## config.mk

```make
export PLATFORM = sky130hd
export DESIGN_NAME = afc_mul
export DESIGN_NICKNAME = d
export VERILOG_FILES = /design/src/design/afc_pkg.sv /design/src/design/afc_mul.sv
export SDC_FILE = /design/constraint.sdc
export NUM_CORES = 2
export LEC_CHECK = 0
export BUFFER_PORTS_ARGS = -buffer_cell sky130_fd_sc_hd__buf_2
export CORE_UTILIZATION = 71
export CTS_CLUSTER_SIZE = 30
export DETAILED_ROUTE_END_ITERATION = 6
export PLACE_DENSITY = 0.9
export SYNTH_ARGS = -nofsm -noshare
export SYNTH_HDL_FRONTEND = slang
export SYNTH_SLANG_ARGS = --single-unit
```

## constraint.sdc

```tcl
create_clock -name aclk -period 25.1 [get_ports aclk]
set_clock_uncertainty 0.2 [all_clocks]
set_input_delay 3.765 -clock aclk [delete_from_list [all_inputs] [get_ports aclk]]
set_output_delay 3.765 -clock aclk [all_outputs]
set_load 0.03 [all_outputs]
```

## src/design/afc_pkg.sv

```systemverilog
// Shared types, widths and constant tables for the ALE flux correction block.
// Used by the divider, multiplier, geometry store and top level; no dependencies.
`timescale 1ns / 1ps

package afc_pkg;

    localparam int DATA_W    = 32;
    localparam int PROD_W    = 64;
    localparam int GEO_DEPTH = 13;
    localparam int SLOT_W    = 4;
    localparam int S_TDATA_W = 168;
    localparam int M_TDATA_W = 96;

    typedef logic [SLOT_W-1:0] slot_t;

    localparam slot_t SLOT_G = 4'd9;
    localparam slot_t SLOT_V = 4'd10;

    // Configuration register indexes and their codes.
    localparam logic CFG_ALE_MODE   = 1'b0;
    localparam logic CFG_DIMENSIONS = 1'b1;

    typedef enum logic [1:0] {
        ALE_PASS  = 2'd0,
        ALE_RIGID = 2'd1,
        ALE_UNIT  = 2'd2,
        ALE_FULL  = 2'd3
    } ale_mode_t;

    localparam logic [1:0] DIMS_2D = 2'd2;
    localparam logic [1:0] DIMS_3D = 2'd3;

    // Input transaction kinds carried on s_tuser.
    localparam logic ITEM_LOAD = 1'b0;
    localparam logic ITEM_ROW  = 1'b1;

    // Request to and response from the shared divider.
    typedef struct packed {
        logic                     start;
        logic signed [PROD_W-1:0] dividend;
        logic signed [DATA_W-1:0] divisor;
    } div_req_t;

    typedef struct packed {
        logic                     done;
        logic                     busy;
        logic signed [PROD_W-1:0] quotient;
    } div_rsp_t;

    // Four geometry slots of one 3D cofactor: C = a*b - c*d.
    typedef struct packed {
        slot_t a;
        slot_t b;
        slot_t c;
        slot_t d;
    } cof_taps_t;

    // One 2D cofactor is a single geometry entry, possibly negated.
    typedef struct packed {
        slot_t slot;
        logic  neg;
    } cof2_tap_t;

    // Index k is 3*m + i for cofactor C(m,i); G(r,c) sits in slot r + 3c.
    function automatic cof_taps_t cof3_taps(input logic [3:0] k);
        cof_taps_t t;
        case (k)
            4'd0:    t = '{a: 4'd4, b: 4'd8, c: 4'd7, d: 4'd5};
            4'd1:    t = '{a: 4'd7, b: 4'd2, c: 4'd1, d: 4'd8};
            4'd2:    t = '{a: 4'd1, b: 4'd5, c: 4'd4, d: 4'd2};
            4'd3:    t = '{a: 4'd6, b: 4'd5, c: 4'd3, d: 4'd8};
            4'd4:    t = '{a: 4'd0, b: 4'd8, c: 4'd6, d: 4'd2};
            4'd5:    t = '{a: 4'd3, b: 4'd2, c: 4'd0, d: 4'd5};
            4'd6:    t = '{a: 4'd3, b: 4'd7, c: 4'd6, d: 4'd4};
            4'd7:    t = '{a: 4'd6, b: 4'd1, c: 4'd0, d: 4'd7};
            4'd8:    t = '{a: 4'd0, b: 4'd4, c: 4'd3, d: 4'd1};
            default: t = '{a: 4'd0, b: 4'd0, c: 4'd0, d: 4'd0};
        endcase
        return t;
    endfunction

    // In 2D, G(r,c) sits in slot r + 2c.
    function automatic cof2_tap_t cof2_tap(input logic [3:0] k);
        cof2_tap_t t;
        case (k)
            4'd0:    t = '{slot: 4'd3, neg: 1'b0};
            4'd1:    t = '{slot: 4'd1, neg: 1'b1};
            4'd3:    t = '{slot: 4'd2, neg: 1'b1};
            4'd4:    t = '{slot: 4'd0, neg: 1'b0};
            default: t = '{slot: 4'd0, neg: 1'b0};
        endcase
        return t;
    endfunction

endpackage

```

## src/design/afc_mul.sv

```systemverilog
// Shared 32 x 32 signed multiplier with a registered product.
// Depends on afc_pkg for the operand and product widths.
`timescale 1ns / 1ps

module afc_mul (
    input  logic                              aclk,
    input  logic signed [afc_pkg::DATA_W-1:0] a,
    input  logic signed [afc_pkg::DATA_W-1:0] b,
    output logic signed [afc_pkg::PROD_W-1:0] p
);
    import afc_pkg::*;

    logic signed [PROD_W-1:0] p_reg;

    always_ff @(posedge aclk) begin
        p_reg <= PROD_W'(a) * PROD_W'(b);
    end

    assign p = p_reg;

endmodule

```

==> Yosys cells after proc, flatten, opt, wreduce, memory -nomap -nowiden <==
Index checks and enable logic that the tools add are counted.
{ "totals": {"wordCells": 2, "regBits": 64, "input_bits": 65} }
{ "op_classes": {"mul": 1} }
{ "ops": {"columns": ["cell", "count"], "rows": [
  ["multiplier 32 x 32 -> 64 bit", 1]
]} }

==> Depth between registers and ports, before layout <==
{ "logic_depth": {"word_depth": 1, "mapped_depth": 28} }

==> Worst setup path after synthesis <==
OpenSTA, ideal clock, no wires.
{ "synth_path": {"path_type": "input-to-reg", "start": "input port b[2] (netlist bit)", "end": "register p_reg[62], in the netlist p[62]", "required_time_ps": 24828, "cell_stages": 24, "slack_ps": 13874, "arrival_ps": 10954, "cell_sequence": "clkbuf_1 nand2_1 inv_1 fa_1 fa_1 fa_1 fa_1 inv_1 fa_1 inv_1 fa_1 inv_1 fa_1 inv_1 fa_1 ha_1 and3_1 nand2_1 or3_1 o22a_1 o211ai_1 a31oi_1 o31ai_1 xor2_1"} }
{ "synth_via": {"elab_chain_len": 1} }
{ "synth_rtl": {"columns": ["element", "line_no", "rtl"], "rows": [
  ["from (decl)", "afc_mul.sv:8", "input logic signed [afc_pkg::DATA_W-1:0] b,"],
  ["multiplier 32 x 32 -> 64 bit", "afc_mul.sv:16", "p_reg <= PROD_W'(a) * PROD_W'(b);"],
  ["to (signal assigned)", "afc_mul.sv:16", null],
  ["to (decl)", "afc_mul.sv:13", "logic signed [PROD_W-1:0] p_reg;"]
]} }
No other way between the ends.

==> Worst setup path after layout <==
{ "layout_path": {"start": "input port b[5] (netlist bit)", "end": "register p_reg[62], in the netlist p[62]"} }
Same word-level chain as after synthesis.

==> metrics.txt <==
run status completed; routed wire length 98,650 µm; Worst EP required 25.23 ns; delay-heaviest family, CP adder cells; Via density approximately 6.0; Synth Area in Compound Gates 0.03464; root buffer cell clkbuf_16; IO Count ~130; Largest register FFs 64; Routed wire per std cell ~22 µm; chip height roughly 230 µm; Hold Path Depth 2; critical path arrival 12.50 ns; Post-route DRC 0; Die Wd around 230 µm; hold crit path type in2reg; Post-Syn Instances about 4,000; nets@finish 5,162; post-synthesis simple-gate area fraction 0.1537; Worst Path Buf+Inv 8; synthesized area 0.03724 mm²; Site Rows 83; final worst-path cycle share 0.4928; worst relative slew slack 0.3361; Final TNS setup 0 ns; layout cells sized above 1 0.04537; Yosys warnings 0; total routing usage reported by global routing 0.4017; largest net degree at the start of global routing 33; Hold EP p[0]$_DFF_P_; ys flop type dfxtp_1; number of global-route vias before repair slightly above 30,000; proportion of synthesized area in mux cells 0; RSZ-0062 raised after global routing no; CTS Buffer Depth 2; drt initial violations ~2,800; post-synthesis register bit count 64; hold buffers post-CTS 0; syn_area_per_cell 9.589 µm²; hpwl dp approximately 79,000 µm; final setup fails 0; Crit Path Class in2reg; final worst slack between 10 and 15 ns; initial antenna violation count 7; sequential share of the synthesized area 0.03440; Post-Synth Adder-Cell Area 0.6434; slowest cell on the critical path fa_1; clock slew at reported path FFs around 0.07 ns; max_cap viols 0; detailed-router iteration count before antenna repair 6; Synth Area in XOR/XNOR 0.01764; Die ar. 0.05337 mm²; Least-Margin Pin Slew between 0.9 and 1 ns; Initial Utilization 0.7216; CTS tree yes; CP Capture Type flip-flop; Final GP Congestion 0.9720; Fin. Hold Viols 0; final core occ 0.7425; Layout area overhead 2.900%; Crit path largest cell delay approximately 0.86 ns; count of input and output buffers around 130; fmax roughly 81 MHz; min-delay src a[0]; number of synthesized flops with an enable pin 0; post-CTS setup buffer count 0; htree depth 3; Finished Layout Cells between 4,000 and 5,000; grt ovf 0; global-route wire length before repair between 150,000 and 200,000 µm; CP Launch Type primary input; crit path max fanout 32; Core Box Area 0.05161 mm²; Slew Viols, Final 0; Post-synth ARST share 0; syn_nets 5,215; Post-CTS Resized 0; clk sink count 64; min cycle time layout about 12 ns; largest family of logic cells by synthesized area adder cells; most used cell along the critical path fa_1; WP depth 25; Distinct cells, synth 63; CTS buffer count 9; Placement Setup Slack roughly 12 ns; DR vias roughly 27,000; DP Cell Count about 4,500; DRT antenna net count 0
placed cells by master, fill, tap and decap left out, types with 9 or more instances in the layout:
| cell type | synthesis | final |
|---|---|---|
| xnor2_1 | 53 | 53 |
| clkbuf_16 | 0 | 9 |
| o21ai_0 | 28 | 28 |
| o21bai_1 | 15 | 15 |
| xor2_1 | 22 | 22 |
| ha_1 | 184 | 184 |
| inv_1 | 952 | 952 |
| a31oi_1 | 12 | 12 |
| nor2_1 | 42 | 42 |
| nand3_1 | 15 | 15 |
| nand2b_1 | 9 | 9 |
| a21oi_1 | 68 | 68 |
| nand2_1 | 511 | 511 |
| buf_2 | 3 | 128 |
| and2_1 | 516 | 516 |
| dfxtp_1 | 64 | 64 |
| fa_1 | 1082 | 1082 |
| a21o_1 | 23 | 23 |
worst max path at each step:
stage	startpoint	endpoint	slack, ns
6_report	b[5]	p[62]$_DFF_P_	12.73
5_1_grt	b[6]	p[62]$_DFF_P_	12.41
4_1_cts	b[5]	p[62]$_DFF_P_	12.85
3_5_place_dp	b[2]	p[62]$_DFF_P_	12.48
3_3_place_gp	b[2]	p[62]$_DFF_P_	12.63
2_1_floorplan	b[2]	p[62]$_DFF_P_	13.87
per-stage QoR:
step | area (µm²) | hold slack [ns]
6_report | 38320 | 3.784
2_1_floorplan | 37240 | 3.692
4_1_cts | 38310 | 3.763
3_5_place_dp | 38040 | 3.999
3_3_place_gp | 38040 | 3.999
5_1_grt | 38310 | 3.798
cell usage after synthesis, drive strengths merged, types with 3 or more instances:
library cell | count | area (µm²)
clkbuf | 195 | 732.0
ha | 184 | 2302
o21a | 4 | 30.03
a21o | 25 | 190.2
a31oi | 13 | 96.34
and4 | 4 | 37.54
a21oi | 68 | 340.3
o31ai | 7 | 66.31
fa | 1082 | 21660
o21bai | 15 | 112.6
a21boi | 3 | 22.52
nor3 | 7 | 40.04
nand2b | 9 | 56.30
nand3 | 15 | 75.07
xor2 | 22 | 192.7
and2 | 516 | 3228
buf | 5 | 22.52
and3 | 9 | 62.56
nor2 | 42 | 157.7
nand2 | 511 | 1918
or3 | 5 | 32.53
xnor2 | 53 | 464.2
o21ai | 31 | 162.7
dfxtp | 64 | 1281
inv | 952 | 3573
nor2b | 3 | 18.77
nand4 | 7 | 43.79
o211ai | 3 | 22.52
a211oi | 8 | 87.59
metal layers:
layer  GRT usage  share of wire  routed length [µm]
met1      0.4901           0.33               32990
met2      0.6398           0.47               46790
met3      0.1334           0.13               12920
met4      0.2096          0.060                5904
met5           0        0.00054                  53
final cells by class:
| cell class | instances | area [µm²] |
|---|---|---|
| fill | 3229 | 13290 |
| clock inverter | 5 | 33.78 |
| timing repair buffer | 136 | 700.7 |
| antenna | 4 | 10.01 |
| tap | 680 | 850.8 |
| sequential | 64 | 1281 |
| multi-input combinational | 2668 | 31630 |
| inverter | 952 | 3573 |
| clock buffer | 10 | 239.0 |
logic make-up after synthesis:
| kind of cell | Yosys count |
|---|---|
| buffers and inverters | 1152 |
| and+or+nand+nor | 1134 |
| AOI/OAI and AO/OA | 193 |
| xor gates and xnor gates | 75 |
| adders and majority gates | 1266 |
| DFF | 64 |
Power is not shown: default switching activity piles up to over one toggle a cycle in this logic, so the estimate is an artifact.
