**config.mk**
```make
export PLATFORM = sky130hd
export DESIGN_NAME = afc_div
export DESIGN_NICKNAME = d
export VERILOG_FILES = /design/src/design/afc_pkg.sv /design/src/design/afc_div.sv
export SDC_FILE = /design/constraint.sdc
export NUM_CORES = 1
export LEC_CHECK = 0
export ABC_CLOCK_PERIOD_IN_PS = 4690
export BUFFER_PORTS_ARGS = -buffer_cell sky130_fd_sc_hd__buf_2
export CORE_ASPECT_RATIO = 1.75
export CORE_MARGIN = 3
export CORE_UTILIZATION = 52
export CTS_CLUSTER_SIZE = 10
export DETAILED_ROUTE_END_ITERATION = 10
export GPL_ROUTABILITY_DRIVEN = 1
export PLACE_DENSITY = 0.77
export SETUP_SLACK_MARGIN = 0.5
export SLEW_MARGIN = 5
export SYNTH_ARGS = -nofsm -noshare
export SYNTH_HDL_FRONTEND = slang
export SYNTH_SLANG_ARGS = --single-unit
```
**constraint.sdc**
```tcl
create_clock -name aclk -period 4.69 [get_ports aclk]
set_clock_uncertainty 0.1 [all_clocks]
set_input_delay 0.938 -clock aclk [delete_from_list [all_inputs] [get_ports aclk]]
set_output_delay 0.938 -clock aclk [all_outputs]
set_load 0.02 [all_outputs]
```
**src/design/afc_pkg.sv**
```systemverilog
// Shared types, widths and constant tables for the ALE flux correction block.
// Used by the divider, multiplier, geometry store and top level; no dependencies.
`timescale 1ns / 1ps

package afc_pkg;

    localparam int DATA_W    = 32;
    localparam int PROD_W    = 64;
    localparam int GEO_DEPTH = 13;
    localparam int SLOT_W    = 4;
    localparam int S_TDATA_W = 168;
    localparam int M_TDATA_W = 96;

    typedef logic [SLOT_W-1:0] slot_t;

    localparam slot_t SLOT_G = 4'd9;
    localparam slot_t SLOT_V = 4'd10;

    // Configuration register indexes and their codes.
    localparam logic CFG_ALE_MODE   = 1'b0;
    localparam logic CFG_DIMENSIONS = 1'b1;

    typedef enum logic [1:0] {
        ALE_PASS  = 2'd0,
        ALE_RIGID = 2'd1,
        ALE_UNIT  = 2'd2,
        ALE_FULL  = 2'd3
    } ale_mode_t;

    localparam logic [1:0] DIMS_2D = 2'd2;
    localparam logic [1:0] DIMS_3D = 2'd3;

    // Input transaction kinds carried on s_tuser.
    localparam logic ITEM_LOAD = 1'b0;
    localparam logic ITEM_ROW  = 1'b1;

    // Request to and response from the shared divider.
    typedef struct packed {
        logic                     start;
        logic signed [PROD_W-1:0] dividend;
        logic signed [DATA_W-1:0] divisor;
    } div_req_t;

    typedef struct packed {
        logic                     done;
        logic                     busy;
        logic signed [PROD_W-1:0] quotient;
    } div_rsp_t;

    // Four geometry slots of one 3D cofactor: C = a*b - c*d.
    typedef struct packed {
        slot_t a;
        slot_t b;
        slot_t c;
        slot_t d;
    } cof_taps_t;

    // One 2D cofactor is a single geometry entry, possibly negated.
    typedef struct packed {
        slot_t slot;
        logic  neg;
    } cof2_tap_t;

    // Index k is 3*m + i for cofactor C(m,i); G(r,c) sits in slot r + 3c.
    function automatic cof_taps_t cof3_taps(input logic [3:0] k);
        cof_taps_t t;
        case (k)
            4'd0:    t = '{a: 4'd4, b: 4'd8, c: 4'd7, d: 4'd5};
            4'd1:    t = '{a: 4'd7, b: 4'd2, c: 4'd1, d: 4'd8};
            4'd2:    t = '{a: 4'd1, b: 4'd5, c: 4'd4, d: 4'd2};
            4'd3:    t = '{a: 4'd6, b: 4'd5, c: 4'd3, d: 4'd8};
            4'd4:    t = '{a: 4'd0, b: 4'd8, c: 4'd6, d: 4'd2};
            4'd5:    t = '{a: 4'd3, b: 4'd2, c: 4'd0, d: 4'd5};
            4'd6:    t = '{a: 4'd3, b: 4'd7, c: 4'd6, d: 4'd4};
            4'd7:    t = '{a: 4'd6, b: 4'd1, c: 4'd0, d: 4'd7};
            4'd8:    t = '{a: 4'd0, b: 4'd4, c: 4'd3, d: 4'd1};
            default: t = '{a: 4'd0, b: 4'd0, c: 4'd0, d: 4'd0};
        endcase
        return t;
    endfunction

    // In 2D, G(r,c) sits in slot r + 2c.
    function automatic cof2_tap_t cof2_tap(input logic [3:0] k);
        cof2_tap_t t;
        case (k)
            4'd0:    t = '{slot: 4'd3, neg: 1'b0};
            4'd1:    t = '{slot: 4'd1, neg: 1'b1};
            4'd3:    t = '{slot: 4'd2, neg: 1'b1};
            4'd4:    t = '{slot: 4'd0, neg: 1'b0};
            default: t = '{slot: 4'd0, neg: 1'b0};
        endcase
        return t;
    endfunction

endpackage

```
**src/design/afc_div.sv**
```systemverilog
// Shared iterative signed divider, one quotient bit per cycle, quotient
// truncated toward zero. Depends on afc_pkg for widths and request types.
`timescale 1ns / 1ps

module afc_div (
    input  logic              aclk,
    input  logic              aresetn,
    input  afc_pkg::div_req_t req,
    output afc_pkg::div_rsp_t rsp
);
    import afc_pkg::*;

    localparam int STEPS = PROD_W;
    localparam int CNT_W = $clog2(STEPS + 1);

    logic              busy_reg, busy_next;
    logic              done_reg, done_next;
    logic              neg_reg, neg_next;
    logic [CNT_W-1:0]  cnt_reg, cnt_next;
    logic [PROD_W-1:0] quo_reg, quo_next;
    logic [DATA_W-1:0] rem_reg, rem_next;
    logic [DATA_W-1:0] dvs_reg, dvs_next;
    logic [DATA_W:0]   rem_shift;

    assign rem_shift = {rem_reg, quo_reg[PROD_W-1]};

    always_comb begin
        busy_next = busy_reg;
        done_next = 1'b0;
        neg_next  = neg_reg;
        cnt_next  = cnt_reg;
        quo_next  = quo_reg;
        rem_next  = rem_reg;
        dvs_next  = dvs_reg;
        if (req.start) begin
            busy_next = 1'b1;
            cnt_next  = CNT_W'(STEPS);
            neg_next  = req.dividend[PROD_W-1] ^ req.divisor[DATA_W-1];
            quo_next  = req.dividend[PROD_W-1] ? (~$unsigned(req.dividend) + 1'b1)
                                               : $unsigned(req.dividend);
            dvs_next  = req.divisor[DATA_W-1] ? (~$unsigned(req.divisor) + 1'b1)
                                              : $unsigned(req.divisor);
            rem_next  = '0;
        end else if (busy_reg) begin
            // Restoring step on the magnitudes; the dividend shifts out of quo_reg
            // while quotient bits shift in from the bottom.
            if (rem_shift >= {1'b0, dvs_reg}) begin
                rem_next = DATA_W'(rem_shift - {1'b0, dvs_reg});
                quo_next = {quo_reg[PROD_W-2:0], 1'b1};
            end else begin
                rem_next = rem_shift[DATA_W-1:0];
                quo_next = {quo_reg[PROD_W-2:0], 1'b0};
            end
            cnt_next = cnt_reg - 1'b1;
            if (cnt_reg == CNT_W'(1)) begin
                busy_next = 1'b0;
                done_next = 1'b1;
            end
        end
    end

    always_ff @(posedge aclk) begin
        if (!aresetn) begin
            busy_reg <= 1'b0;
            done_reg <= 1'b0;
            cnt_reg  <= '0;
        end else begin
            busy_reg <= busy_next;
            done_reg <= done_next;
            cnt_reg  <= cnt_next;
        end
        neg_reg <= neg_next;
        quo_reg <= quo_next;
        rem_reg <= rem_next;
        dvs_reg <= dvs_next;
    end

    assign rsp.done     = done_reg;
    assign rsp.busy     = busy_reg;
    assign rsp.quotient = neg_reg ? -$signed(quo_reg) : $signed(quo_reg);

    // A new division must never be started on top of one in progress.
    a_no_restart: assert property (@(posedge aclk) disable iff (!aresetn)
        req.start |-> !busy_reg)
        else $error("divider started while busy");

endmodule

```
# Word-level counts from Yosys, hierarchy flattened
# Index checks and enable logic that the tools add are counted.
# totals
register_bits	138
# classes
addsub	5
order_cmp	1
eq_ne	1
muxes	13
bitwise_logic	5
reduce_logical	3
# ops
operator	count
64-bit 2-to-1 mux	4
64-bit by 1-bit adder with 64-bit output, second input constant	1
64-bit negation	1
64-bit inverter	1
33-bit by 32-bit greater-or-equal comparator with 1-bit output	1
32-bit by 1-bit adder with 32-bit output, second input constant	1
32-bit 2-to-1 mux	1
32-bit inverter	1
32-bit subtractor	1
31-bit 2-to-1 mux	1
7-bit 2-to-1 mux	2
7-bit by 1-bit equality test with 1-bit output, second input constant	1
7-bit by 1-bit subtractor with 7-bit output, second input constant	1
1-bit 2-to-1 mux	5
3-bit OR reduction	1
1-bit inverter	2
2-bit nonzero test	1
2-bit OR reduction	1
1-bit bitwise XOR	1

# Logic depth before layout (Yosys ltp)
# Gate-level depths: netlist of the first run.
# depth
ltp_word	4
depth_mapped	14
mapped_depth_nobuf	12

# Worst setup path before layout of the first run
# OpenSTA, ideal clock, no wires.
# synth_path
path_type	register to output
from	register quo_reg[11]
to	output port rsp[63] (netlist name)
t_arrival_ps	2950
required_time_ps	3652
slack_ps	702
path_stages_with_launch	11
path_cell_list	edfxtp_1 -> or4_4 -> nor4_4 -> nand2_2 -> nor2_4 -> nand4_2 -> or3_1 -> buf_2 -> or3_4 -> o31ai_4 -> xnor2_1
# synth_lines
item	line	source
start, declared	afc_div.sv:20	logic [PROD_W-1:0] quo_reg, quo_next;
start signal, assigned	afc_div.sv:73	quo_reg <= quo_next;
end, declared	afc_div.sv:9	output afc_pkg::div_rsp_t rsp

==> results of run 1 <==
[worst min-delay path: stages (launching register included)]
cell and delay, ns:
sky130_fd_sc_hd__dfxtp_1 0.32, sky130_fd_sc_hd__nand2_1 0.06, sky130_fd_sc_hd__o21ai_0 0.06
[through the flow]
stage | setup WS [ns] | cells | total power (W) | instance area (um2) | utilization (%)
6_report | 0.279 | 1604 | 0.00411 | 12500 | 64.3
5_1_grt | 0.196 | 1604 | 0.00429 | 12500 | 64.3
4_1_cts | 0.315 | 1596 | 0.00409 | 12400 | 63.6
3_5_place_dp | 0.339 | 1540 | 0.00266 | 11500 | 59.0
3_3_place_gp | 0.395 | 1540 | 0.00264 | 11500 | 59.0
2_1_floorplan | 0.702 | 1169 | 0.00230 | 10400 | -
[cells by family after synthesis]
family / share of synthesized area (%)
adders and majority gates: 4.64
xor gates and xnor gates: 15.5
and+or+nand+nor: 17.9
DFF: 35.8
muxes: 3.96
AOI/OAI and AO/OA: 18.2
buffers and inverters: 3.94
[worst max path at each step]
| stage | from | cells past startpoint | slack [ns] | end |
|---|---|---|---|---|
| detailed placement | quo_reg[11] | 10 | 0.34 | rsp[63] |
| finish | quo_reg[51] | 8 | 0.28 | rsp[63] |
| global placement | quo_reg[11] | 10 | 0.40 | rsp[63] |
| floorplan | quo_reg[11] | 10 | 0.70 | rsp[63] |
| CTS | quo_reg[51] | 8 | 0.31 | rsp[63] |
| global route | quo_reg[9] | 10 | 0.20 | rsp[52] |
[power breakdown]
group          internal [W]  total (W)  switching, W  leakage, nW
combinational      0.000478    0.00115      0.000670         3.34
clock              0.000850    0.00140      0.000548        0.291
sequential          0.00145    0.00156      0.000115         1.29
[synth_stat cells (all sizes together) (10+ instances only)]
cell / number / area share [%]
o41ai: 16 / 1.3
inv: 52 / 1.9
xnor2: 114 / 9.6
mux2i: 24 / 2.3
nand2: 94 / 3.4
a21o: 10 / 0.72
nand2b: 16 / 1.0
or3: 26 / 1.7
a211oi: 12 / 0.86
xor2: 70 / 5.9
nor4: 15 / 1.0
o21ai: 87 / 4.2
edfxtp: 97 / 28
ha: 37 / 4.4
o31ai: 40 / 3.0
dfxtp: 41 / 7.9
clkbuf: 40 / 1.4
nand4: 10 / 0.66
a21oi: 86 / 4.2
nor3: 25 / 1.3
mux2: 15 / 1.7
buf: 12 / 0.59
nor2: 102 / 3.7
nand3: 21 / 1.0
or4: 20 / 1.5
[area by class of cell]
cell class	count	area, um2
Fill cell	1621	6940
Multi-Input combinational cell	926	6430
Sequential cell	138	3730
Timing Repair Buffer	214	1230
Clock buffer	20	479
Tap cell	241	302
Inverter	53	199
Clock inverter	12	135
[what timing repair did]
action | 4_1_cts | 5_1_grt
gates cloned | 0 | 0
pin swaps | 11 | 9
endpoints found under the setup margin | 20 | 36
buffers inserted | 24 | 8
gates resized for setup | 23 | 23
[per-layer routing]
metal	vias to the layer above	global-route usage (%)
met5	-	0
met4	0	15.4
met3	104	3.31
met2	329	48.8
met1	4508	25.9
li1	4613	-
==> summary by stage, run 1 <==
Status
The flow ran to the end, and the final reports show no timing, DRC or antenna violations.

STA
The worst slew slack as a fraction of its limit is roughly 15%. On the final layout, the worst hold slack is ~0.4 ns. The worst path uses between 90% and 100% of the clock period.

The transition at the pin with the smallest max-transition slack is about 1.3 ns. The clock period could shrink to 4.41 ns. The final max-slew violation count is 0. The final setup TNS is 0 ns. The top achievable clock speed is between 200 and 250 MHz. The final-report hold violation count is 0. Setup violations remaining at the end of the flow were counted as 0. Setup repair after global routing could not meet its margin everywhere.

Min path
The worst hold path begins at rem_reg[28]. The worst hold path passes through 2 cells. The hold-critical path endpoint is rem_reg[28]. The path class of the lowest-slack min-delay path is reg2reg.

Synth
The number of flip-flops and latches in the synthesized netlist is ~140. The number of synthesized flops with an enable pin is slightly below 100. Synthesis produced a netlist whose cell count is approximately 1200. Yosys printed 0 warnings. In the synthesized netlist the async set-or-reset flop fraction comes to 0%. The primary flip-flop cell chosen by synthesis mapping is sky130_fd_sc_hd__edfxtp_1.

In this run, distinct cell masters in the synthesized netlist total 72. The post-synth net total is 1306. The mean area per synthesized cell is between 8 and 9 um2. The combined area of all synthesized cells is about 10000 um2.

Of the synthesized area, sequential elements account for between 30 and 40%.

Routing
Once detail routing completed, the nets flagged for antenna violations numbered 0. The routed layout has between 9000 and 10000 vias. The detailed router put a total of approximately 10 mm of wire on met1. After detailed routing, the total wire length is a little under 30 mm. The first routing iteration left 640 violations. The total length of routed met2 wires is approximately 16 mm. The first-pass iteration count of the detailed router is 5. The routed design uses approximately 1.3 mm of met3 wire. Dividing the detail-routed via count by the number of cells gives about 6. The DRC violation count after routing is 0. The topmost layer with routed signal wires is met4.

After detailed routing, the average wire length per cell comes to between 15 and 20 um.

Floorplanning
The floorplan step defined a die boundary enclosing 21800 um2. In this run the core area contains 67 standard-cell rows. The floorplan core area is approximately 19000 um2. The die width is around 110 um. The overall die height is 193 um. For this configuration, the core starts out at a cell density of 53.6%. The boundary pin count is approximately 170.

Clock tree
The TritonCTS clock tree is built. The maximum count of clock buffers along a single path is 2. The CTS clock-pin slew for the worst setup and hold paths is approximately 0.060 ns. Clock tree synthesis selected as its root buffer the cell sky130_fd_sc_hd__clkbuf_16. The clock sink count is 138. After clock tree synthesis, the flow added hold-fix buffers numbering 0. The H-tree was split into 4 levels. The later pin in the worst-skew pair is clocked with a latency of about 0.42 ns. Clock tree synthesis inserted a total of 17 buffers.

Final layout
The most common library cell in the layout ignoring fill and taps is sky130_fd_sc_hd__buf_2. The antenna diode count is 0. The register with the most flip-flops in the layout has 64 of them. In the layout the commonest cells are sky130_fd_sc_hd__buf_2, sky130_fd_sc_hd__xnor2_1, sky130_fd_sc_hd__nor2_1, sky130_fd_sc_hd__edfxtp_1, sky130_fd_sc_hd__nand2_1. The proportion of layout cells with a drive suffix above 1 is ~23%. The area growth from synthesis to layout is 20.1%. In the final design database the tool counted 1487 nets.

Setup path
The origin of the critical flop-to-flop path is dvs_reg[6]. The required time reported for the critical path endpoint is between 3 and 4 ns. The master of the slowest instance on the critical path is sky130_fd_sc_hd__or4_4. For this run, the slowest stage of the critical path takes ~0.54 ns.

The arrival time of the worst setup path is approximately 3.4 ns. The startpoint kind of the worst setup timing path is a flop. The kind of cell adding the most delay to the critical path is simple AND/OR/NAND/NOR gates. The critical path goes through or4_4, or4_4, or3_4, or3_4, or3_4, o31ai_4, xnor2_1, buf_4. STA classifies the critical path endpoint as a primary output.

The kind of critical path is reg2out. In this run the worst path has a maximum fanout of 2. The endpoint identified for the worst register-to-register timing path is rem_reg[10]. The number of buffers and inverters on the critical path is 1. The number of cells traversed by the worst register-to-register path is 12.

The worst register-to-register path has a setup slack of about 0.83 ns. The critical path's most frequent cell is sky130_fd_sc_hd__or3_4.

Global route
Global routing consumed, over all layers together, between 20% and 30% of the routing resources. The initial antenna violation count came to 0. The number of global-route vias before repair is 9573.

The residual overflow from global routing is 0. The largest net degree at the start of global routing is 79. The first global-routing pass estimated approximately 46 mm of wire.

Placed design
The number of buffers inserted by port buffering is 164. The congestion estimate from routability-driven global placement came to about 0.9. The sum of net half-perimeters after detailed placement is 21.3 mm.

Flow run
The max-capacitance violation count is 0.

Power
Summed over all cells, the static leakage comes to 4.92 nW. VDD sags by at most around 0.18 mV. The power density normalized to cell area is around 330 nW/um2.
Note: power is estimated with default switching activity, not from simulation.
==> run 2, diff against run 1 <==
--- a/constraint.sdc
+++ b/constraint.sdc
@@ -3,3 +3,3 @@
 set_input_delay 0.938 -clock aclk [delete_from_list [all_inputs] [get_ports aclk]]
 set_output_delay 0.938 -clock aclk [all_outputs]
-set_load 0.02 [all_outputs]
+set_load 0.05 [all_outputs]
==> run 2 against run 1 <==
Against the previous run: first-iteration DRC count rose by 10%; setup slack got worse by 0.052 ns; core utilization rose by 0.76 points; via count rose by 1.9%; maximum frequency fell by 1.2%; non-clock buffer count fell by 2; clock-buffer cell count did not move; final area rose by 1.2%; sequential power barely moved; critical path depth did not move; largest cell class unchanged.
==> summary by stage, run 2 (synthesis gave the netlist of run 1 again) <==
Floorplanning
The boundary pin count is 165 (unchanged). The die area is 21800 um2 (unchanged). The overall die height is 193 um (unchanged). The floorplan row count is 67 (unchanged). The starting density of the core is 53.6% (unchanged). The die width was 113 um (unchanged). The floorplan core area is 19400 um2 (unchanged).

Clock tree
TritonCTS built the clock tree. The CTS clock-pin slew for the worst setup and hold paths is 0.06 ns (about the same). The clock sink count is 138 (unchanged). The clock network latency to the later pin of the worst-skew pair is 0.42 ns (about the same). The hold-fix buffer count after cts is 0 (unchanged). The maximum count of clock buffers along a single path is 2 (unchanged). The number of levels in the clock H-tree was 4 (unchanged). The root cell of the clock tree is sky130_fd_sc_hd__clkbuf_16. The total clock buffers created by CTS is 17 (unchanged).

Routing
The via total after detailed routing is 9732 (+1.9%). The detailed-route wire length per cell is 18.4 um (+2.2%). The DRC violation count after routing is 0 (unchanged). The first-pass iteration count of the detailed router is 5 (unchanged).

The count of antenna-violating nets left after detailed routing is 0 (unchanged). The via density per instance is 6.08 (+2.1%). The wire length reported by the detailed router is 29.4 mm (+2.0%). The detailed router's first-iteration violation count is 706 (+10%).

Setup path
By startpoint and endpoint, the worst setup path is classified as reg2out. The critical path's most frequent cell is sky130_fd_sc_hd__or3_4. The number of buffers and inverters on the critical path came to 2 (+1). The biggest fanout along the worst timing path is 5 (+3). The kind of cell adding the most delay to the critical path is simple AND/OR/NAND/NOR gates. The required time reported for the critical path endpoint is 3.65 ns (about the same).

The master of the slowest instance on the critical path is sky130_fd_sc_hd__or4_4. The arrival time of the worst setup path came to 3.42 ns (+0.05 ns). The signal on the critical path passes through or4_4, or3_4, or3_4, or3_4, buf_4, o31ai_2, xnor2_2, buf_4. The worst setup path is captured at a primary output. The startpoint kind of the worst setup timing path is a flop.

The delay contributed by the slowest stage of the critical path is 0.55 ns (about the same).

STA
The transition at the pin with the smallest max-transition slack is 0.974 ns (-0.296 ns). The top achievable clock speed is 224 MHz (-1.2%). The part of the cycle the worst path needs is 95.1% (+1.1 points). The final setup TNS came to 0 ns (unchanged). The final max-slew violation count is 0 (unchanged). The number of endpoints failing setup at the final stage is 0 (unchanged). The minimum period implied by the final worst setup slack came to 4.46 ns (+0.0519 ns).

The worst slew slack as a fraction of its limit is 35.0% (+20 points). Setup repair after global routing could not meet its margin everywhere. The final-report hold violation count is 0 (unchanged).

Placed design
The number of buffers inserted by port buffering is 164 (unchanged). The post-place instance area is 11500 um2 (+0.13%). The sum of net half-perimeters after detailed placement is 20.9 mm (-2.2%). The number of cells after detailed placement came to 1539 (-0.065%).

The weighted congestion reported at the end of routability-driven placement was 0.972 (+5.1%).

Global route
The largest net degree at the start of global routing is 75 (-5.1%). The number of global-route vias before repair is 9427 (-1.5%). The global-route wire length before repair is 44.7 mm (-2.3%). The total global-route track usage is 25.1% (-0.60 points). The initial antenna violation count is 0 (unchanged). The residual overflow from global routing was 0 (unchanged).

Final layout
The layout filler cell count came to 1586 (-2.2%). The number of flip-flops in the largest register is 64 (unchanged). The proportion of layout cells with a drive suffix above 1 was 23.4% (+0.71 points). The antenna diode count is 0 (unchanged). In the layout the commonest cells are sky130_fd_sc_hd__buf_2, sky130_fd_sc_hd__xnor2_1, sky130_fd_sc_hd__nor2_1, sky130_fd_sc_hd__edfxtp_1, sky130_fd_sc_hd__nand2_1.

The area growth from synthesis to layout is 21.5%. The final cell count without fillers is 1601 (-0.19%). The final net count came to 1485 (-0.13%). The most common library cell in the layout ignoring fill and taps is sky130_fd_sc_hd__buf_2. The design area is 12700 um2 (+1.2%).

Flow run
The max-capacitance violation count is 0 (unchanged).

Min path
The worst hold path belongs to the class reg2reg.

Power
The power density normalized to cell area is 344 nW/um2 (+4.7%). The maximum resistive drop on vdd is 0.243 mV (+34%). The leakage power of the design was 4.94 nW (+0.43%).

The post-route total power is 0.00435 W (+5.9%).

Status
The flow ran to the end, and the final reports show no timing, DRC or antenna violations.
## run 2: worst paths after layout
path	end	startpoint	cells after the start	slack, ns
min reg2reg	rem_reg[23]	rem_reg[23]	2	0.38
max	rsp[57]	quo_reg[43]	8	0.23
max reg2reg	rem_reg[6]	rem_reg[5]	11	0.75
min	rem_reg[23]	rem_reg[23]	2	0.38
## run 2: final cells by class
class                      instances  area [um2]  share of cell area, %
clock inverter                    11         124                  0.978
clock buffer                      20         447                   3.53
multi-input combinational        926        6570                   51.9
tap                              241         302                   2.38
sequential                       138        3730                   29.5
timing repair buffer             212        1280                   10.1
inverter                          53         199                   1.57
## run 2: power breakdown
| group | switching (W) | internal [W] |
|---|---|---|
| clock | 0.000520 | 0.000792 |
| sequential | 0.000118 | 0.00145 |
| combinational | 0.000971 | 0.000502 |
## run 2: layer usage
metal  track usage [%]  share of wire (%)  vias up
met5                 0                  0        -
met1              25.6                 36     4586
met3              4.10                5.9      120
met2              47.4                 53      417
li1                  -                  -     4609
met4              13.7                5.6        0
## run 2: per-stage QoR
| step | utilization (%) | hold slack [ns] | setup WS, ns |
|---|---|---|---|
| after floorplan | - | 0.347 | 0.593 |
| after global placement | 59.1 | 0.370 | 0.408 |
| after detailed placement | 59.1 | 0.372 | 0.362 |
| after CTS | 63.7 | 0.385 | 0.251 |
| after global routing | 65.1 | 0.406 | 0.117 |
| final | 65.1 | 0.378 | 0.228 |
## run 2: tightest hold or removal path, delay by kind of cell (launching register included)
kind	cells	cell delay, ns
compound gates	1	0.06
flops	1	0.32
simple gates	1	0.05
## run 2: repair_timing
item	4_1_cts	5_1_grt
pin swaps	11	15
resized for setup	46	35
setup buffers	23	8
endpoints found under the setup margin	20	41
