$ cat src/design/afc_pkg.sv
// Shared types, widths and constant tables for the ALE flux correction block.
// Used by the divider, multiplier, geometry store and top level; no dependencies.
`timescale 1ns / 1ps

package afc_pkg;

    localparam int DATA_W    = 32;
    localparam int PROD_W    = 64;
    localparam int GEO_DEPTH = 13;
    localparam int SLOT_W    = 4;
    localparam int S_TDATA_W = 168;
    localparam int M_TDATA_W = 96;

    typedef logic [SLOT_W-1:0] slot_t;

    localparam slot_t SLOT_G = 4'd9;
    localparam slot_t SLOT_V = 4'd10;

    // Configuration register indexes and their codes.
    localparam logic CFG_ALE_MODE   = 1'b0;
    localparam logic CFG_DIMENSIONS = 1'b1;

    typedef enum logic [1:0] {
        ALE_PASS  = 2'd0,
        ALE_RIGID = 2'd1,
        ALE_UNIT  = 2'd2,
        ALE_FULL  = 2'd3
    } ale_mode_t;

    localparam logic [1:0] DIMS_2D = 2'd2;
    localparam logic [1:0] DIMS_3D = 2'd3;

    // Input transaction kinds carried on s_tuser.
    localparam logic ITEM_LOAD = 1'b0;
    localparam logic ITEM_ROW  = 1'b1;

    // Request to and response from the shared divider.
    typedef struct packed {
        logic                     start;
        logic signed [PROD_W-1:0] dividend;
        logic signed [DATA_W-1:0] divisor;
    } div_req_t;

    typedef struct packed {
        logic                     done;
        logic                     busy;
        logic signed [PROD_W-1:0] quotient;
    } div_rsp_t;

    // Four geometry slots of one 3D cofactor: C = a*b - c*d.
    typedef struct packed {
        slot_t a;
        slot_t b;
        slot_t c;
        slot_t d;
    } cof_taps_t;

    // One 2D cofactor is a single geometry entry, possibly negated.
    typedef struct packed {
        slot_t slot;
        logic  neg;
    } cof2_tap_t;

    // Index k is 3*m + i for cofactor C(m,i); G(r,c) sits in slot r + 3c.
    function automatic cof_taps_t cof3_taps(input logic [3:0] k);
        cof_taps_t t;
        case (k)
            4'd0:    t = '{a: 4'd4, b: 4'd8, c: 4'd7, d: 4'd5};
            4'd1:    t = '{a: 4'd7, b: 4'd2, c: 4'd1, d: 4'd8};
            4'd2:    t = '{a: 4'd1, b: 4'd5, c: 4'd4, d: 4'd2};
            4'd3:    t = '{a: 4'd6, b: 4'd5, c: 4'd3, d: 4'd8};
            4'd4:    t = '{a: 4'd0, b: 4'd8, c: 4'd6, d: 4'd2};
            4'd5:    t = '{a: 4'd3, b: 4'd2, c: 4'd0, d: 4'd5};
            4'd6:    t = '{a: 4'd3, b: 4'd7, c: 4'd6, d: 4'd4};
            4'd7:    t = '{a: 4'd6, b: 4'd1, c: 4'd0, d: 4'd7};
            4'd8:    t = '{a: 4'd0, b: 4'd4, c: 4'd3, d: 4'd1};
            default: t = '{a: 4'd0, b: 4'd0, c: 4'd0, d: 4'd0};
        endcase
        return t;
    endfunction

    // In 2D, G(r,c) sits in slot r + 2c.
    function automatic cof2_tap_t cof2_tap(input logic [3:0] k);
        cof2_tap_t t;
        case (k)
            4'd0:    t = '{slot: 4'd3, neg: 1'b0};
            4'd1:    t = '{slot: 4'd1, neg: 1'b1};
            4'd3:    t = '{slot: 4'd2, neg: 1'b1};
            4'd4:    t = '{slot: 4'd0, neg: 1'b0};
            default: t = '{slot: 4'd0, neg: 1'b0};
        endcase
        return t;
    endfunction

endpackage

$ cat src/design/afc_geo_store.sv
// Geometry store: 13 words of G, g and V, one write and one registered read port.
// Depends on afc_pkg for the depth, word width and slot type.
`timescale 1ns / 1ps

module afc_geo_store (
    input  logic                              aclk,
    input  logic                              we,
    input  afc_pkg::slot_t                    waddr,
    input  logic signed [afc_pkg::DATA_W-1:0] wdata,
    input  afc_pkg::slot_t                    raddr,
    output logic signed [afc_pkg::DATA_W-1:0] rdata
);
    import afc_pkg::*;

    logic signed [DATA_W-1:0] mem [GEO_DEPTH];
    logic signed [DATA_W-1:0] rdata_reg;

    // Writes to slots past the end of the store are dropped.
    always_ff @(posedge aclk) begin
        if (we && (waddr < SLOT_W'(GEO_DEPTH))) begin
            mem[waddr] <= wdata;
        end
    end

    always_ff @(posedge aclk) begin
        rdata_reg <= mem[raddr];
    end

    assign rdata = rdata_reg;

endmodule
$ cat config.mk
export PLATFORM = sky130hd
export DESIGN_NAME = afc_geo_store
export DESIGN_NICKNAME = d
export VERILOG_FILES = /design/src/design/afc_pkg.sv /design/src/design/afc_geo_store.sv
export SDC_FILE = /design/constraint.sdc
export NUM_CORES = 1
export LEC_CHECK = 0
export ABC_CLOCK_PERIOD_IN_PS = 5400
export BUFFER_PORTS_ARGS = -buffer_cell sky130_fd_sc_hd__clkbuf_2
export CORE_MARGIN = 4
export CORE_UTILIZATION = 30
export CTS_CLUSTER_DIAMETER = 120
export CTS_CLUSTER_SIZE = 10
export DETAILED_ROUTE_END_ITERATION = 10
export GPL_ROUTABILITY_DRIVEN = 0
export SETUP_SLACK_MARGIN = 0.5
export SLEW_MARGIN = 25
export SYNTH_ARGS = -nofsm -noshare
export SYNTH_HDL_FRONTEND = slang
export SYNTH_SLANG_ARGS = --single-unit
$ cat constraint.sdc
create_clock -name aclk -period 5.4 [get_ports aclk]
set_input_delay 0.54 -clock aclk [delete_from_list [all_inputs] [get_ports aclk]]
set_output_delay 0.54 -clock aclk [all_outputs]
set_load 0.02 [all_outputs]
# After elaboration in Yosys (flattened, before gate mapping)
# Memories as Yosys holds them, arrays and structs flattened. A register that Yosys moved wholly into a read port is not among the register bits.
# Cells that the tools add are included.
[word_totals]
register_bits = 0
memories = 1
ram_bits = 416
wordCells = 5
[memory_table]
columns = ["memory", "depth", "word_bits", "read_ports", "rd_clocked_by_memory_dff", "write_ports", "line", "rtl"]
rows = [
  ["mem", 13, 32, 1, 1, 1, "afc_geo_store.sv:15", "logic signed [DATA_W-1:0] mem [GEO_DEPTH];"],
]
[op_classes]
mux = 2
n_lt_le_gt_ge = 1
reduce_logical = 1
[op_table]
columns = ["cell", "count"]
rows = [
  ["4-bit < comparator (second input constant)", 1],
  ["1-bit 2-to-1 mux", 2],
  ["1-bit logical AND", 1],
]

# Logic depth before layout (Yosys ltp)
# Gate-level depths: netlist (run 1).
[depth]
word_depth = 4
depth_mapped = 6
depth_no_buf = 3

# Worst setup path after synthesis (run 1)
# Ideal clock, no wire load.
[synth_path]
kind = "input to register"
startpoint = "input port waddr[2]"
endpoint = "memory mem[0][0] (enable)"
path_slack_ns = 1.680
path_stages = 2
arrival_ns = 3.258
setup_time_ns = 0.461
path_buffers = 0
path_cell_list = "or3b_2 > nor3_1"
[synth_via]
elab_chain_cells = 4
[synth_rtl]
columns = ["element", "line", "rtl"]
rows = [
  ["start: declaration", "afc_geo_store.sv:8", "input afc_pkg::slot_t waddr,"],
  ["4-bit < comparator", "afc_geo_store.sv:20", "if (we && (waddr < SLOT_W'(GEO_DEPTH))) begin"],
  ["1-bit logical AND", "afc_geo_store.sv:20", ""],
  ["1-bit 2-to-1 mux", "afc_geo_store.sv:20", ""],
  ["1-bit 2-to-1 mux (implied by the code)", "afc_geo_store.sv:21", "mem[waddr] <= wdata;"],
  ["end: declaration", "afc_geo_store.sv:15", ""],
]
# Several ways; a longest one is shown, not always the timed one.

==> flow_summary.yaml, run 1 <==
floorplanning:
  rows: 85
  die_h_um: 242
  initial_core_util_pct: 30.5
  die_area_um2: 58800
  die_x_um: 242
  ios: 74
  coreArea_um2: 54100
min_path:
  hold_path.class: "in2reg"
global_routing:
  grt_pass1_wl_um: 53600
  grt_pass1_vias: 8026
  grt.overflow.total: 0
  grt_max_degree: 62
  antenna_found_initial: 2
  grtUsageTotal_pct: 12.1
detailed_routing:
  vias: 7463
  wl_um: 36100
  drtIter0Drc: 703
  drt-pass1-iter-count: 5
  wl_per_cell_um: 23.4
  drc: 0
  ant_nets: 0
  viasPerCell: 4.84
sta:
  slew_headroom_pct: 33.1
  finalCritPeriodShare_pct: 41.3
  hold_viol: 0
  fin_skew_ns: 0.00886
  setup_viol: 0
  fmaxAchievable_mhz: 448
  rsz0062_at_grt: "no"
  tns_ns: 0
  layout_min_cycle_time_ns: 2.23
  slew_violations: 0
  worst_slew_pin_slew_ns: 1.00
logic_synthesis:
  synth_mux_area_share_pct: 15.9
  synth_xor_area_share_pct: 0
  mappedNetlistNets: 743
  synth_top_cell_area_share_pct: 75.7
  yosysMostFrequentCell: "edfxtp_1"
  synthAdderAreaFrac_pct: 0
  synth_area_leaders: "edfxtp_1 76%, mux4_2 8.2%, mux4_1 5.7%"
  yosys.area_share.simple_pct: 0.758
  yosys_warnings: 0
  avgSynthCellArea_um2: 23.5
  ys_dominant_reg_cell: "edfxtp_1"
  synth.cells.most_frequent: "416 x edfxtp_1, 60 x mux4_2, 36 x mux4_1"
  async_flop_share_pct: 0
  synth_top_family_by_area: "multiplexers"
  synth_compound_gate_area_share_pct: 2.18
  yosysTopAreaCell: "edfxtp_1"
  ys_seq_elements: 448
  netlist_area_um2: 16500
  synth.distinct_cells: 20
  syn_inst: 701
  synth-seq-area-share_pct: 79.6
  synth_edf_count: 416
layout:
  multiInputGateArea_um2: 3190
  largest_reg_flops: 416
  fill_cells: 4910
  nNetsFinal: 850
  areaGrowthSynthToFinish_pct: 16.0
  regArea_um2: 13100
  drive_gt1_share_pct: 26.2
  n_antenna_cell: 0
power_and_ir_drop:
  p_leak_nw: 6.19
  peakVddDrop_mv: 0.209
  power.density_nw_per_um2: 380
  total_power_mw: 7.28
setup_path:
  path_class: "in2reg"
  cp-end-kind: "flip-flop"
  crit_family: "buffers and inverters"
  path_buf_inv: 2
  cp_max_fo: 20
  cp.arrival_ns: 2.70
  worstPathRequired_ns: 5.87
  worst_setup_path_start_kind: "input pin"
  worstPathCellList: "clkbuf_2, buf_4, nand2b_1, o22ai_1, a21oi_1"
  critPathMaxStageDelay_ns: 0.75
  cp_slowest_cell: "nand2b_1"
clock_tree:
  cts_setup_buffers: 0
  cts_tree: "yes"
  cts_buffers: 50
  cts_sinks: 448
  cts_hold_buf: 0
  insertion_delay_ns: 0.55
  cts_resized: 0
  clock-root-buffer: "clkbuf_16"
  cts_max_path_buffers: 3
  path_clk_slew_ns: 0.06
  h-tree-depth: 2
job:
  max_cap_viol_count: 0
placement:
  dp_hpwl_um: 19000
  portBuffers: 73
status:
  status: "finished clean"
final timing paths:
path,slack (ns),end,from,cells after the start
setup / recovery,3.17,rdata[0],raddr[2],5
hold / removal,0.35,mem[11][30],wdata[30],1
setup reg to reg,4.10,rdata[16],mem[4][16],3
hold reg to reg,0.54,rdata[1],mem[12][1],2
report_power, final:
group,total (mW),switching [mW],internal [mW]
sequential,3.91,0.0306,3.88
clock,3.01,1.25,1.77
combinational,0.354,0.219,0.135
total,7.28,1.50,5.79
per-stage QoR:
stage | cell area, µm² | setup slack [ns] | instances | utilization (%) | hold WS (ns)
floorplan | 16500 | 1.68 | 701 | - | 0.509
global route | 19100 | 3.02 | 1541 | 35.4 | 0.349
finish | 19100 | 3.17 | 1541 | 35.4 | 0.355
CTS | 19100 | 3.13 | 1541 | 35.4 | 0.318
global placement | 17700 | 2.56 | 1452 | 32.7 | 0.526
detailed placement | 17700 | 2.55 | 1452 | 32.7 | 0.530
layout by cell type, fill, tap and decap left out, drive strengths merged, types with 2 or more instances in the layout:
cell / count
a21oi: 32
buf: 22
clkbuf: 158
dfxtp: 32
edfxtp: 416
mux2i: 32
mux4: 96
nand2b: 3
nand3b: 2
nor2: 9
nor3: 4
o22ai: 32
or2: 2
routing by layer:
layer	track usage, %	vias up	wire length, µm
li1	-	3221	-
met1	15.1	4014	14900
met2	21.8	176	19000
met3	2.50	48	1600
met4	2.63	4	540
met5	0	-	27
final cells by class:
type	count	share of cell area [%]
flip-flops and latches	448	68.6
multi-input cells	216	16.7
clock buffers	88	7.44
well taps	696	4.55
repair buffers	92	2.69
clock inverters	1	0.0458
cells by family after synthesis:
family          Yosys count
compound gates           64
buf+inv                  37
flops                   448
mux                     128
simple gates             24
Power figures use the tool's default switching activity.
==> run 2: changes to the inputs <==
--- a/config.mk
+++ b/config.mk
@@ -5,7 +5,7 @@
 export SDC_FILE = /design/constraint.sdc
 export NUM_CORES = 1
 export LEC_CHECK = 0
-export ABC_CLOCK_PERIOD_IN_PS = 5400
+export ABC_CLOCK_PERIOD_IN_PS = 2000
 export BUFFER_PORTS_ARGS = -buffer_cell sky130_fd_sc_hd__clkbuf_2
 export CORE_MARGIN = 4
 export CORE_UTILIZATION = 30
==> constraint.sdc (replaced) <==
create_clock -name aclk -period 2 [get_ports aclk]
set_input_delay 0.2 -clock aclk [delete_from_list [all_inputs] [get_ports aclk]]
set_output_delay 0.2 -clock aclk [all_outputs]
set_load 0.02 [all_outputs]
==> run 2 against run 1 <==
Net effect: die area stayed put; clock power grew to 2.7 times the previous value; largest cell class unchanged; sequential cell count stayed put; critical path type is now reg2reg; wire length is 3.8% lower.
==> flow_summary.yaml, run 2 (same netlist as run 1, synthesis figures left out) <==
status:
  status: "finished clean"
clock_tree:
  insertion_delay_ns: 0.56
  cts_setup_buffers: 0
  cts_resized: 0
  cts_sinks: 448
  clock-root-buffer: "clkbuf_16"
  path_clk_slew_ns: 0.05
  cts_tree: "yes"
  cts_max_path_buffers: 3
  cts_buffers: 50
  h-tree-depth: 2
sta:
  setup_viol: 0
  rsz0062_at_grt: "no"
  layout_min_cycle_time_ns: 1.37
  worst_slew_pin_slew_ns: 0.524
  fin_skew_ns: 0.0186
  worst_slack_ns: 0.629
  hold_viol: 0
  slew_violations: 0
  tns_ns: 0
  finalCritPeriodShare_pct: 68.5
  fmaxAchievable_mhz: 730
  slew_headroom_pct: 65.1
global_routing:
  grt_max_degree: 36
  grt.overflow.total: 0
  antenna_found_initial: 2
  grt_pass1_wl_um: 51800
  grtUsageTotal_pct: 11.7
  grt_pass1_vias: 7844
floorplanning:
  rows: 85
  die_x_um: 242
  coreArea_um2: 54100
  die_h_um: 242
  die_area_um2: 58800
  initial_core_util_pct: 30.5
  ios: 74
layout:
  final_area_um2: 19700
  areaGrowthSynthToFinish_pct: 19.2
  layout_common_cells: "416 x edfxtp_1, 70 x clkbuf_2, 60 x mux4_2"
  drive_gt1_share_pct: 27.2
  fill_cells: 4878
  regArea_um2: 13100
  layout_commonest_cell: "edfxtp_1"
  nNetsFinal: 880
  largest_reg_flops: 416
  multiInputGateArea_um2: 3220
  fin_cells: 1568
power_and_ir_drop:
  seqPwrFrac_pct: 53.6
  peakVddDrop_mv: 0.626
  p_int_mw: 15.7
  total_power_mw: 19.7
  p_switching_mw: 4.03
  p_leak_nw: 6.40
  p_sw_share_pct: 20.5
  combPwrFrac_pct: 5.3
  power.density_nw_per_um2: 1000
  p_clk_share_pct: 41.1
placement:
  dp_hpwl_um: 18800
  placedCellCount: 1466
  placed_cell_area_um2: 18100
  portBuffers: 73
  pre_cts_slack_ns: 0.299
setup_path:
  cp_max_fo: 1
  worstPathRequired_ns: 2.42
  worst_setup_path_start_kind: "flip-flop"
  cp-end-kind: "flip-flop"
  cp.arrival_ns: 1.79
  r2r_slack_ns: 0.63
  path_class: "reg2reg"
detailed_routing:
  vias: 7485
  ant_nets: 0
  drc: 0
  drt-pass1-iter-count: 5
  wl_um: 34800
  viasPerCell: 4.77
  drtIter0Drc: 584
  wl_per_cell_um: 22.2
job:
  max_cap_viol_count: 0
min_path:
  hold_path.class: "in2reg"
[run 2: cell types whose count changed in the layout (fill, tap and decap cells not counted), moves of 2 or more]
cell,before,now
buf_4,22,19
clkinv_8,0,2
clkbuf_1,36,30
diode_2,0,2
nor3_2,4,0
dlygate4sd3_1,0,16
buf_12,0,17
nor3_4,0,4
[run 2: final cells by class]
type                    count  share of cell area, %
well taps                 696                   4.43
flip-flops and latches    448                   66.8
clock inverters             2                  0.165
repair buffers            122                   5.05
multi-input cells         216                   16.4
diodes                      2                 0.0255
clock buffers              82                   7.13
[run 2: timing repair]
| action | CTS | global route |
|---|---|---|
| hold buffers | 16 | 0 |
| endpoints found under the hold margin | 177 | 0 |
| endpoints found under the setup margin | 0 | 0 |
[run 2: through the flow]
stage	utilization, %	hold WS (ns)
finish	36.3	0.0232
floorplan	-	0.299
global placement	33.4	0.519
global route	36.3	0.0237
detailed placement	33.4	0.530
CTS	36.3	0.000412
[run 2: power by group through the flow]
stage	sequential, mW	combinational (mW)	clock (mW)
finish	10.6	1.04	8.09
global route	10.6	1.13	8.72
CTS	10.6	1.07	8.31
detailed placement	10.8	1.04	0
global placement	10.8	1.02	0
floorplan	10.8	0.526	0
[run 2: worst paths after layout]
check,start,end,cells after the start
setup / recovery,mem[6][19],rdata[19],3
hold / removal,wdata[26],mem[10][26],1
setup reg to reg,mem[6][19],rdata[19],3
hold reg to reg,mem[12][27],rdata[27],2
[run 2: routing by layer]
layer  GRT usage, %  up-vias  routed length, µm
li1               -     3286                  -
met1           16.0     3975              15200
met2           19.3      182              17300
met3           2.36       42               1770
met4           2.56        0                513
met5              0        -                  0
[run 2: critical path, cell delays in order (launching register included)]
cell and delay [ns]:
edfxtp_1 0.36, mux4_1 0.50, mux2i_1 0.27, a21oi_1 0.13
==> run 3: changes to the inputs <==
--- a/config.mk
+++ b/config.mk
@@ -5,7 +5,7 @@
 export SDC_FILE = /design/constraint.sdc
 export NUM_CORES = 1
 export LEC_CHECK = 0
-export ABC_CLOCK_PERIOD_IN_PS = 2000
+export ABC_CLOCK_PERIOD_IN_PS = 1400
 export BUFFER_PORTS_ARGS = -buffer_cell sky130_fd_sc_hd__clkbuf_2
 export CORE_MARGIN = 4
 export CORE_UTILIZATION = 30
==> constraint.sdc (replaced) <==
create_clock -name aclk -period 1.4 [get_ports aclk]
set_input_delay 0.14 -clock aclk [delete_from_list [all_inputs] [get_ports aclk]]
set_output_delay 0.14 -clock aclk [all_outputs]
set_load 0.02 [all_outputs]
==> run 3 against run 2 <==
Net effect: cell count rose by 9.1%; cell area up 14%; critical path type unchanged; critical path depth unchanged; sequential power is 42% higher; sequential share of layout area fell by 8.2 points; first-iteration DRC count is 27% higher; largest cell class unchanged; utilization increased by 5.2 points; clock skew about the same.
==> flow_summary.yaml, run 3 (same netlist as run 1, synthesis figures left out) <==
status:
  status: "finished clean"
detailed_routing:
  vias: 8355
  drt-pass1-iter-count: 5
  drtIter0Drc: 743
  drc: 0
  wl_per_cell_um: 24.5
  wl_um: 42000
  ant_nets: 0
  viasPerCell: 4.89
sta:
  worst_slew_pin_slew_ns: 0.619
  hold_viol: 0
  slew_violations: 0
  layout_min_cycle_time_ns: 1.31
  rsz0062_at_grt: "yes"
  tns_ns: 0
  finalCritPeriodShare_pct: 93.8
  fmaxAchievable_mhz: 762
  fin_skew_ns: 0.0189
  setup_viol: 0
  slew_headroom_pct: 58.8
layout:
  layout_commonest_cell: "edfxtp_1"
  multiInputGateArea_um2: 3320
  drive_gt1_share_pct: 45.9
  largest_reg_flops: 416
  n_antenna_cell: 0
  post-route-util_pct: 41.6
  nNetsFinal: 1023
  regArea_um2: 13200
  layout_common_cells: "416 x edfxtp_1, 96 x mux4_2, 66 x clkbuf_16"
  fill_cells: 4584
  fin_cells: 1710
  areaGrowthSynthToFinish_pct: 36.4
setup_path:
  path_class: "reg2reg"
  cp_max_fo: 1
  cp-end-kind: "flip-flop"
  worst_setup_path_start_kind: "flip-flop"
  cp.arrival_ns: 1.77
  worstPathRequired_ns: 1.86
clock_tree:
  cts_max_path_buffers: 3
  cts_buffers: 50
  cts_tree: "yes"
  h-tree-depth: 2
  path_clk_slew_ns: 0.06
  insertion_delay_ns: 0.58
  cts_sinks: 448
  clock-root-buffer: "clkbuf_16"
power_and_ir_drop:
  seqPwrFrac_pct: 52.1
  p_sw_share_pct: 21.1
  p_leak_nw: 7.49
  power.density_nw_per_um2: 1290
  combPwrFrac_pct: 7.6
  p_int_mw: 22.9
  p_switching_mw: 6.13
  peakVddDrop_mv: 0.982
  p_clk_share_pct: 40.3
placement:
  placedCellCount: 1511
  portBuffers: 73
  dp_hpwl_um: 22400
global_routing:
  grt_max_degree: 27
  grt.overflow.total: 0
  antenna_found_initial: 0
  grt_pass1_vias: 8725
  grt_pass1_wl_um: 58000
  grtUsageTotal_pct: 13.2
floorplanning:
  initial_core_util_pct: 30.5
  die_h_um: 242
  ios: 74
  coreArea_um2: 54100
  die_x_um: 242
  die_area_um2: 58800
  rows: 85
job:
  max_cap_viol_count: 0
min_path:
  hold_path.class: "in2reg"
run 3: changes by cell type in the layout (fill, tap and decap cells not counted), moves of 16 or more:
cell	previous run	this run
mux4_2	60	96
buf_6	0	30
o22ai_1	32	2
buf_12	17	52
o22ai_2	0	28
buf_8	0	37
dfxtp_2	0	29
buf_16	0	21
buf_4	19	42
dlygate4sd3_1	16	32
mux4_1	36	0
clkbuf_2	70	35
dfxtp_1	32	1
run 3: worst paths after layout:
path | from | endpoint | slack (ns) | cells past startpoint
max | mem[1][16] | rdata[16] | 0.09 | 3
min | raddr[0] | rdata[14] | 0.22 | 4
max reg2reg | mem[1][16] | rdata[16] | 0.09 | 3
min reg2reg | mem[12][20] | rdata[20] | 0.52 | 2
run 3: power groups by stage:
stage          Combinational (mW)  Sequential (mW)  Clock [mW]
6_report                     2.20             15.1        11.7
5_1_grt                      2.33             15.2        12.6
4_1_cts                      2.08             15.1        11.9
3_5_place_dp                 1.64             15.4           0
3_3_place_gp                 1.62             15.4           0
2_1_floorplan               0.812             15.4           0
run 3: cell type report:
type / count / area share (%)
flip-flops and latches: 448 / 58.6
multi-input cells: 216 / 14.7
clock inverters: 1 / 0.0389
well taps: 696 / 3.87
clock buffers: 84 / 6.27
repair buffers: 265 / 16.5
run 3: timing repair:
action / CTS / global route
gates cloned: 17 / 17
endpoints found under the hold margin: 407 / 0
resized for setup: 162 / 66
setup buffers: 31 / 17
hold buffers: 32 / 0
pin swaps: 16 / 16
setup endpoints to repair: 220 / 480
run 3: metal layers:
metal  share of wire (%)  GRT usage [%]  up-vias
li1                    -              -     3554
met1                  41           17.6     4504
met2                  50           22.1      240
met3                 5.6           2.72       57
met4                 2.4           3.40        0
met5                   0          0.245        -
run 3: metrics by stage:
step                      instance area [µm²]  hold WS, ns  setup slack, ns  power [mW]
final                                   22500        0.223           0.0868        29.0
after CTS                               21700        0.137            0.117        29.1
after global routing                    22500        0.210           0.0460        30.1
after global placement                  18500        0.498           -0.155        17.0
after detailed placement                18500        0.514           -0.164        17.0
after floorplan                         16600        0.239           -0.449        16.3
run 3: worst max-delay path: stages, from the launching register on:
cell,delay [ns]
edfxtp_1,0.39
mux4_2,0.53
o22ai_4,0.20
a21oi_1,0.06
